--- config.mk ---
export PLATFORM = sky130hd
export DESIGN_NAME = mpc_cell
export DESIGN_NICKNAME = d
export VERILOG_FILES = /design/src/hdl/mpc_pkg.sv /design/src/hdl/mpc_cell.sv
export SDC_FILE = /design/constraint.sdc
export NUM_CORES = 1
export LEC_CHECK = 0
export BUFFER_PORTS_ARGS = -buffer_cell sky130_fd_sc_hd__buf_4
export CAP_MARGIN = 25
export CORE_MARGIN = 10
export CORE_UTILIZATION = 54
export CTS_BUF_LIST = sky130_fd_sc_hd__clkbuf_2 sky130_fd_sc_hd__clkbuf_4 sky130_fd_sc_hd__clkbuf_8
export DETAILED_ROUTE_END_ITERATION = 10
export GPL_TIMING_DRIVEN = 0
export PLACE_DENSITY = 0.87
export SETUP_SLACK_MARGIN = 0.3
export SKIP_CTS_REPAIR_TIMING = 1
export SLEW_MARGIN = 25
export SYNTH_ARGS = -nofsm -noshare
export SYNTH_HDL_FRONTEND = slang
export SYNTH_SLANG_ARGS = --single-unit
--- constraint.sdc ---
create_clock -name clk -period 1.04 [get_ports clk]
set_clock_uncertainty 0.1 [all_clocks]
set_input_delay 0.052 -clock clk [delete_from_list [all_inputs] [get_ports clk]]
set_output_delay 0.052 -clock clk [all_outputs]
set_load 0.02 [all_outputs]
--- src/hdl/mpc_pkg.sv ---
// Shared constants and types for the moon phase calculator.
package mpc_pkg;

	// Field widths
	localparam int TIME_W  = 40;
	localparam int LEN_W   = 38;
	localparam int FRAC_W  = 16;
	localparam int PHASE_W = 16;
	localparam int NAME_W  = 3;
	localparam int MAG_W   = TIME_W + 1;
	localparam int CFG_W   = 64;
	localparam int ADDR_W  = 4;

	// Pipeline lengths
	localparam int MOD_STEPS  = MAG_W + FRAC_W;
	localparam int QUOT_STEPS = PHASE_W;
	localparam int ILL_STAGES = 13;

	// Register reset values
	localparam logic [TIME_W-1:0]  EPOCH_RST = 40'd947182440;
	localparam logic [LEN_W-1:0]   LEN_RST   = 38'd167211360380;
	localparam logic [LEN_W+1:0]   LEN3_RST  = 40'd501634081140;

	// Fixed point constants of the sine polynomial (Q30)
	localparam int ACC_W = 31;
	localparam int TH_W  = 30;
	localparam logic [31:0]      PI_Q30  = 32'd3373259426;
	localparam logic [ACC_W-1:0] ONE_Q30 = 31'd1073741824;

	// Reciprocals for exact division of 30-bit values by small constants
	localparam int SH_72 = 37;
	localparam int SH_42 = 36;
	localparam int SH_20 = 35;
	localparam int SH_6  = 33;
	localparam logic [ACC_W-1:0] RCP_72 = 31'(((64'd1 << SH_72) + 64'd71) / 64'd72);
	localparam logic [ACC_W-1:0] RCP_42 = 31'(((64'd1 << SH_42) + 64'd41) / 64'd42);
	localparam logic [ACC_W-1:0] RCP_20 = 31'(((64'd1 << SH_20) + 64'd19) / 64'd20);
	localparam logic [ACC_W-1:0] RCP_6  = 31'(((64'd1 << SH_6) + 64'd5) / 64'd6);

	// Register map
	typedef enum logic {
		REG_EPOCH = 1'b0,
		REG_LEN   = 1'b1
	} reg_idx_t;

endpackage

--- src/hdl/mpc_cell.sv ---
// One restoring remainder cell: shifts in a dividend bit, subtracts the month if it fits.
module mpc_cell #(
	parameter int W  = mpc_pkg::LEN_W,
	parameter int SW = 1
) (
	input  logic          clk,
	input  logic          arst_n,
	input  logic          en,
	input  logic [W-1:0]  len,
	input  logic          in_v,
	input  logic [W-1:0]  in_rem,
	input  logic          in_bit,
	input  logic [SW-1:0] in_side,
	output logic          out_v,
	output logic [W-1:0]  out_rem,
	output logic          out_qbit,
	output logic [SW-1:0] out_side
);
	logic [W:0]    shifted;
	logic [W+1:0]  diff;
	logic          ge;
	logic          v_q;
	logic [W-1:0]  rem_q;
	logic          qb_q;
	logic [SW-1:0] side_q;

	// trial subtract
	assign shifted = {in_rem, in_bit};
	assign diff    = {1'b0, shifted} - {2'b00, len};
	assign ge      = ~diff[W+1];

	always_ff @(posedge clk or negedge arst_n) begin
		if (!arst_n) begin
			v_q <= 1'b0;
		end else if (en) begin
			v_q <= in_v;
		end
	end

	always_ff @(posedge clk) begin
		if (en) begin
			rem_q  <= ge ? diff[W-1:0] : shifted[W-1:0];
			qb_q   <= ge;
			side_q <= in_side;
		end
	end

	assign out_v    = v_q;
	assign out_rem  = rem_q;
	assign out_qbit = qb_q;
	assign out_side = side_q;
endmodule

# Word level (Yosys, flattened, before mapping)

Index checks and enable logic that the tools add are counted.

Input port bits: 82
Bits in registers: 41
Word-level logic and storage cells: 7

Bitwise logic cells: 1
$add $sub $neg: 1
Multiplexer cells: 1

Operators with widths:

| operator         | number |
|---|---|
| $sub A39 B38 Y40 | 1 |
| $mux W38         | 1 |
| $not A1 Y1       | 1 |

# Depth between registers and ports, before layout

Gate-level depths: netlist (run 1).

Word-level depth: 2
Gate-level depth with buffers: 13
Gate-level depth less buffers: 13

# Worst setup path after synthesis (run 1)

OpenSTA, ideal clock, no wires.

Path kind: input -> register
Start: input in_bit
End: register rem_q[30], in the netlist out_rem[30] (data pin)
Path slack: -1.578 ns
Arrival time: 2.258 ns
Cell stages on the path: 13
Cell sequence: inv_1 > ha_1 > inv_1 > fa_1 > a211oi_1 > o211ai_1 > a21oi_2 > o2111ai_2 > nand4_1 > a31oi_1 > a31oi_1 > xnor2_1 > mux2_2

Cells in the longest elaborated chain, start to end: 2

RTL lines:

| element                | RTL line       | RTL |
|---|---|---|
| start: declaration     | mpc_cell.sv:12 | `input logic in_bit,` |
| $sub A39 B38 Y40       | mpc_cell.sv:29 | `assign diff = {1'b0, shifted} - {2'b00, len};` |
| $mux W38               | mpc_cell.sv:42 | `rem_q <= ge ? diff[W-1:0] : shifted[W-1:0];` |
| end signal: assignment | mpc_cell.sv:42 |  |
| end: declaration       | mpc_cell.sv:23 | `logic [W-1:0] rem_q;` |

No other way between the ends.
A chain may end at the register's enable or synchronous reset.

# Final worst setup path (run 1)

Ends and elaborated chain as after synthesis.

==> out/summary.log, run 1 <==
qor: run_status.status complete, but fails checks
qor: run_status.failed_checks negative hold slack, negative setup slack
qor: placed_design.finalWeightedCongestion 0.900
qor: finish.post-route-cell-area 5820 um^2
qor: setup_path.crit_path_end_kind flip-flop
qor: sta.final_hold_viol_count 22
qor: yosys.sequential_cell_area_fraction_in_the_yosys_report 0.306
qor: die.total_die_area 11,300 um^2
qor: die.fp.dieH 106 um
qor: yosys.synth.area.top_cells edfxtp_1 30%, ha_1 12%, a21oi_1 7.9%, xnor2_1 5.2%, inv_1 4.5%
qor: worst_hold_path.hold_path_class in2reg
qor: clock_network.cts-buffers-inserted 5
qor: yosys.synth.cells.most_frequent 63 x a21oi_1, 48 x inv_1, 42 x nor2_1
qor: die.io-pin-count 123
qor: yosys.yosysTopAreaCellShare 0.299
qor: die.core_region_area 7250 um^2
qor: clock_network.cts_tree built
qor: clock_network.cts_num_sinks 41
qor: yosys.postSynth.topFlopCell edfxtp_1
qor: job.max_cap_violations 0
qor: global_route.grtUsageMet1 0.203
qor: sta.finalWorstSetupSlack -1.64 ns
qor: power_and_ir_drop.cellLeakagePower 2.60 nW
qor: placed_design.detailed_place.area 5190 um^2
qor: finish.fin_util 0.802
qor: route.vias 3,905
qor: setup_path.arr_time_crit_path 2.65 ns
qor: route.final_antenna_net_count 0
qor: die.num_rows 31
qor: clock_network.clkTransAtPathRegs 0.10 ns
qor: setup_path.worstSetupStartpointType primary input
qor: die.chipWidth 106 um
qor: yosys.synth_largest_area_cell edfxtp_1
qor: finish.syn2layout_area_growth 45.0%
qor: yosys.postSynthAreaPerCell 9.16 um^2
qor: sta.fmax 373 MHz
qor: finish.final_layout_size_suffix_gt1_frac 0.406
qor: sta.finalCritPeriodShare 2.58
qor: finish.final_cells 683
qor: yosys.synth_enable_flop_cells 40
qor: clock_network.cts_buffer_depth 2
qor: route.wire_per_inst 17.8 um
qor: setup_path.worst-path-max-fanout 4
qor: sta.slew_viol_final 0
qor: clock_network.cts.root.buffer_cell clkbuf_8
qor: yosys.count_of_yosys_warnings_during_synthesis 0
qor: yosys.postSynth.asyncResetShare 0.0244
qor: placed_design.pre_cts_ws -1.95 ns
qor: setup_path.critical_path_class in2reg
qor: power_and_ir_drop.ir_drop 0.643 mV
qor: sta.worstMarginPinSlew 0.549 ns
qor: finish.num-nets-final 704
qor: route.first_iter_violations 213
qor: yosys.synthDistinctLibCells 64
qor: yosys.yosysMostFrequentCell a21oi_1
qor: global_route.grt_use_met2 0.319
qor: power_and_ir_drop.power_density 1290 nW/um^2
qor: placed_design.detailedPlacementHpwl 8.88 mm
qor: global_route.grt_max_degree 42
qor: route.residual_drc 0
qor: route.avgViaCountPerCell 5.72
qor: global_route.global_route.usage.met3 0.0465
qor: global_route.grt_first_pass_wirelength 17.3 mm
qor: placed_design.buffer_ports.inserted 122
qor: yosys.post_synth_instance_area 4010 um^2
qor: global_route.grt_overflow 0
qor: yosys.synthesis.nets 559
qor: sta.fin_crit 2.68 ns
qor: global_route.grt_pass1_vias 3,840
qor: sta.holdWs -0.173 ns
qor: sta.rsz0062_at_grt true
qor: placed_design.placed_cells 659
qor: route.pre_antenna_drt_iters 5
qor: sta.timing.max_slew.rel_slack 0.634
qor: clock_network.htreeDepth 2
qor: setup_path.timing.critical_path.required 1.01 ns
qor: global_route.gr-max-usage-layer met2
qor: global_route.track_usage 0.182
qor: sta.setup_violations 39
qor: route.totalWireLength 12.1 mm
qor: finish.diodes 0
qor: die.start_util 0.553
qor: global_route.grt_antenna_before_repair 0
qor: yosys.cell_count_after_synthesis 438
qor: finish.layout_fillers 464
qor: clock_network.worstSkewPairLatency 0.30 ns
qor: yosys.synth.ff_latch_count 41
per-stage QoR:
step                      TNS, ns  total power (W)
after CTS                  -49.46          0.00694
after global routing       -55.45          0.00780
final                      -50.61          0.00748
after global placement     -60.70          0.00543
after floorplan            -47.22          0.00444
after detailed placement   -61.94          0.00554
worst paths after layout:
path,from,cells after the start,to,slack [ns]
worst max-delay path,in_bit,14,out_rem[30],-1.64
worst min-delay path,in_side,1,out_side,-0.17
worst max register to register,out_v,1,out_v,0.15
worst min register to register,out_v,1,out_v,0.44
max in group asynchronous,arst_n,2,out_v,0.81
min in group asynchronous,arst_n,2,out_v,-0.06
cell families (layout without fill, tap and decap cells):
kind of cell | count (synthesis) | count (layout) | share of synthesized area
compound gates | 140 | 140 | 0.252
xor+xnor | 33 | 33 | 0.0720
fa+ha+maj | 39 | 39 | 0.123
buf+inv | 62 | 208 | 0.0739
flops | 41 | 41 | 0.306
mux | 14 | 14 | 0.0452
simple gates | 109 | 109 | 0.128
worst max-delay path, cell delays in order:
cell and delay, ns:
buf_12 0.11, inv_12 0.04, ha_4 0.11, inv_2 0.03, fa_2 0.36, a211oi_2 0.27
o211ai_1 0.20, a21oi_2 0.28, o2111ai_2 0.19, nand4_1 0.24, a31oi_4 0.15, a31oi_2 0.23
xnor2_1 0.11, mux2_4 0.27
cell usage in the layout, fill, tap and decap left out, types with 3 or more instances in the layout:
| cell | instances |
|---|---|
| a211oi_2 | 3 |
| a21boi_0 | 3 |
| a21o_1 | 11 |
| a21oi_1 | 59 |
| a21oi_2 | 5 |
| a31oi_4 | 4 |
| buf_2 | 3 |
| buf_4 | 89 |
| buf_6 | 53 |
| clkbuf_8 | 8 |
| edfxtp_1 | 40 |
| ha_1 | 29 |
| ha_4 | 9 |
| inv_1 | 44 |
| mux2_2 | 3 |
| mux2_4 | 9 |
| nand2_1 | 28 |
| nand3_1 | 12 |
| nand4_1 | 7 |
| nor2_1 | 33 |
| nor2_2 | 8 |
| nor3_2 | 4 |
| o211ai_1 | 3 |
| o21a_1 | 3 |
| o21ai_0 | 11 |
| o21ai_1 | 8 |
| o21bai_1 | 3 |
| o31ai_4 | 3 |
| xnor2_1 | 22 |
| xor2_1 | 9 |
per-layer routing:
metal / up-vias / share of wire
li1: 1871 / -
met1: 1801 / 0.40
met2: 201 / 0.50
met3: 32 / 0.074
met4: 0 / 0.029
met5: - / 0
power by group:
group | leakage, nW | total (W) | switching (W) | internal [W]
logic | 2.13 | 0.00375 | 0.00191 | 0.00183
clock network | 0.0574 | 0.00142 | 0.000637 | 0.000782
registers | 0.403 | 0.00231 | 0.000122 | 0.00219
total | 2.60 | 0.00748 | 0.00267 | 0.00480
cell type report:
type	instances	area (um^2)	area share
Buffer	14	143	0.0245
Clock buffer	6	82.6	0.0142
Clock inverter	2	37.5	0.00645
Inverter	48	195	0.0336
Multi-Input combinational cell	335	2780	0.478
Sequential cell	41	1230	0.211
Tap cell	99	124	0.0213
Timing Repair Buffer	138	1230	0.211
flip-flops by register name, summed over array words and instances, names as in the netlist:
register / cells
out_qbit: 1
out_rem: 38
out_side: 1
out_v: 1
Power figures use the tool's default switching activity.
==> run 2, diff against run 1 <==
BUFFER_PORTS_ARGS = unset   (was -buffer_cell sky130_fd_sc_hd__buf_4)
CORE_UTILIZATION = 60   (was 54)
DONT_BUFFER_PORTS = 1   (was unset)
GPL_TIMING_DRIVEN = unset   (was 0)
PLACE_DENSITY = 0.8   (was 0.87)
==> run 2 against run 1 <==
The flow still finishes with violations (negative hold slack, negative setup slack). Critical path depth shrank 1. Register-to-register slack is essentially flat. Cell area shrank 10%. Sequential share of layout area grew 2.4 points. Global-route usage grew 2.1 points. Non-clock buffer count shrank 40. Maximum frequency grew 17%. Hold slack lost 0.071 ns. First-iteration DRC count shrank 15%. Total power shrank 6.2%.
==> out/summary.log, run 2 (synthesis results as in run 1) <==
qor: setup_path.critical_path_class in2reg
qor: route.first_iter_violations 182
qor: job.max_cap_violations 0
qor: clock_network.cts-buffers-inserted 5
qor: setup_path.worst_setup_path_startpoint in_bit
qor: power_and_ir_drop.switching_power_as_a_share_of_total_power 0.342
qor: worst_hold_path.hold_path_class in2reg
qor: die.io-pin-count 123
qor: sta.fmax 437 MHz
qor: global_route.grt_use_met2 0.376
qor: run_status.status complete, but fails checks
qor: route.avgViaCountPerCell 5.86
qor: power_and_ir_drop.power_density 1350 nW/um^2
qor: die.chipWidth 102 um
qor: global_route.global_route.usage.met3 0.0551
qor: global_route.grt_overflow 0
qor: finish.layout_common_cells 104 x buf_4, 60 x a21oi_1, 45 x inv_1
qor: sta.rsz0062_at_grt true
qor: global_route.gr-max-usage-layer met2
qor: sta.timing.max_slew.rel_slack 0.724
qor: global_route.grt_antenna_before_repair 0
qor: placed_design.buffer_ports.inserted 0
qor: power_and_ir_drop.power.clock.fraction 0.225
qor: global_route.grt_max_degree 42
qor: clock_network.cts_num_sinks 41
qor: sta.worstMarginPinSlew 0.412 ns
qor: setup_path.rr_startpoint out_v
qor: finish.mostFrequentLayoutCell buf_4
qor: die.core_region_area 6420 um^2
qor: power_and_ir_drop.cellInternalPower 0.00462 W
qor: route.residual_drc 0
qor: setup_path.crit_path_end_kind flip-flop
qor: finish.largest_register_ff_count 38
qor: die.start_util 0.625
qor: power_and_ir_drop.cellLeakagePower 2.34 nW
qor: route.vias 3,637
qor: clock_network.cts_buffer_depth 2
qor: route.final_antenna_net_count 0
qor: setup_path.worstSetupStartpointType primary input
qor: sta.finalCritPeriodShare 2.20
qor: clock_network.htreeDepth 2
qor: sta.holdWs -0.244 ns
qor: setup_path.r2r_end out_v
qor: power_and_ir_drop.ir_drop 0.897 mV
qor: sta.fin_crit 2.29 ns
qor: setup_path.worst-path-max-fanout 2
qor: placed_design.finalWeightedCongestion 0.888
qor: worst_hold_path.min_delay_worst_endpoint out_rem[1]
qor: setup_path.reg2regPathDepth 1
qor: worst_hold_path.min_from en
qor: global_route.grt_first_pass_wirelength 17.2 mm
qor: route.wire_per_inst 18.1 um
qor: die.total_die_area 10,400 um^2
qor: route.totalWireLength 11.3 mm
qor: die.num_rows 29
qor: power_and_ir_drop.power.combinational.fraction 0.397
qor: sta.final_hold_viol_count 79
qor: global_route.grtUsageMet1 0.222
qor: setup_path.r2r_slack 0.15 ns
qor: finish.num-nets-final 664
qor: power_and_ir_drop.power_frac_seq 0.378
qor: worst_hold_path.worstHoldPathCells 0
qor: die.fp.dieH 102 um
qor: clock_network.clkTransAtPathRegs 0.09 ns
qor: run_status.failed_checks negative hold slack, negative setup slack
qor: sta.finalWorstSetupSlack -1.25 ns
qor: sta.slew_viol_final 0
qor: sta.setup_violations 39
qor: clock_network.worstSkewPairLatency 0.30 ns
qor: placed_design.detailedPlacementHpwl 8.79 mm
qor: power_and_ir_drop.overall_power_consumption 0.00702 W
qor: global_route.track_usage 0.204
qor: route.pre_antenna_drt_iters 5
qor: setup_path.timing.critical_path.required 1.00 ns
qor: finish.syn2layout_area_growth 30.0%
qor: clock_network.cts_tree built
qor: setup_path.arr_time_crit_path 2.25 ns
qor: power_and_ir_drop.switching_power_summed_over_all_nets 0.00240 W
qor: global_route.grt_pass1_vias 3,678
qor: finish.diodes 0
qor: finish.final_layout_size_suffix_gt1_frac 0.338
qor: clock_network.cts.root.buffer_cell clkbuf_8
## run 2: cell count changes in the layout (fill, tap and decap cells not counted), moves of 3 or more
cell and delta:
clkbuf_8 -3, nor2_2 -5, buf_4 +15, buf_6 -51, nor2_1 +6, buf_2 -3
## run 2: metrics by stage
stage	instances	setup WS [ns]	util	instance area, um^2	TNS (ns)
final	621	-1.25	0.812	5220	-43.98
after global routing	621	-1.34	0.812	5220	-47.93
after CTS	611	-1.35	0.785	5040	-44.06
after detailed placement	603	-1.59	0.764	4910	-56.11
after global placement	603	-1.53	0.764	4910	-53.57
after floorplan	438	-1.44	-	4160	-47.22
## run 2: worst max path at each step
stage	end	slack [ns]	cells past startpoint
floorplan	out_rem[30]	-1.44	13
global placement	out_rem[30]	-1.53	13
detailed placement	out_rem[30]	-1.59	13
CTS	out_rem[30]	-1.35	13
global route	out_rem[30]	-1.34	13
finish	out_rem[30]	-1.25	13
## run 2: layout make-up
| type | instances | area (um^2) |
|---|---|---|
| clock buffer | 5 | 68.8 |
| tap | 77 | 96.3 |
| clock inverter | 3 | 65.1 |
| timing repair buffer | 112 | 898 |
| fill | 420 | 1210 |
| multi-input combinational | 335 | 2670 |
| sequential | 41 | 1230 |
| inverter | 48 | 193 |
## run 2: critical path, stage by stage
cell	delay, ns
inv_12	0.03
ha_4	0.12
inv_2	0.03
fa_2	0.36
a211oi_2	0.21
o211ai_1	0.18
a21oi_2	0.25
o2111ai_2	0.15
nand4_1	0.17
a31oi_2	0.14
a31oi_2	0.20
xnor2_1	0.10
mux2_4	0.26
## run 2: per-layer routing
layer,vias up,part of all wire
met5,-,0
met4,0,0.022
met3,25,0.073
met2,142,0.52
met1,1685,0.38
li1,1785,-
## run 2: power by group through the flow
stage | Clock, W | Sequential, W | Combinational, W
floorplan | 0 | 0.00264 | 0.00180
global placement | 0 | 0.00270 | 0.00250
detailed placement | 0 | 0.00270 | 0.00259
CTS | 0.00159 | 0.00267 | 0.00261
global route | 0.00165 | 0.00268 | 0.00306
finish | 0.00158 | 0.00265 | 0.00279
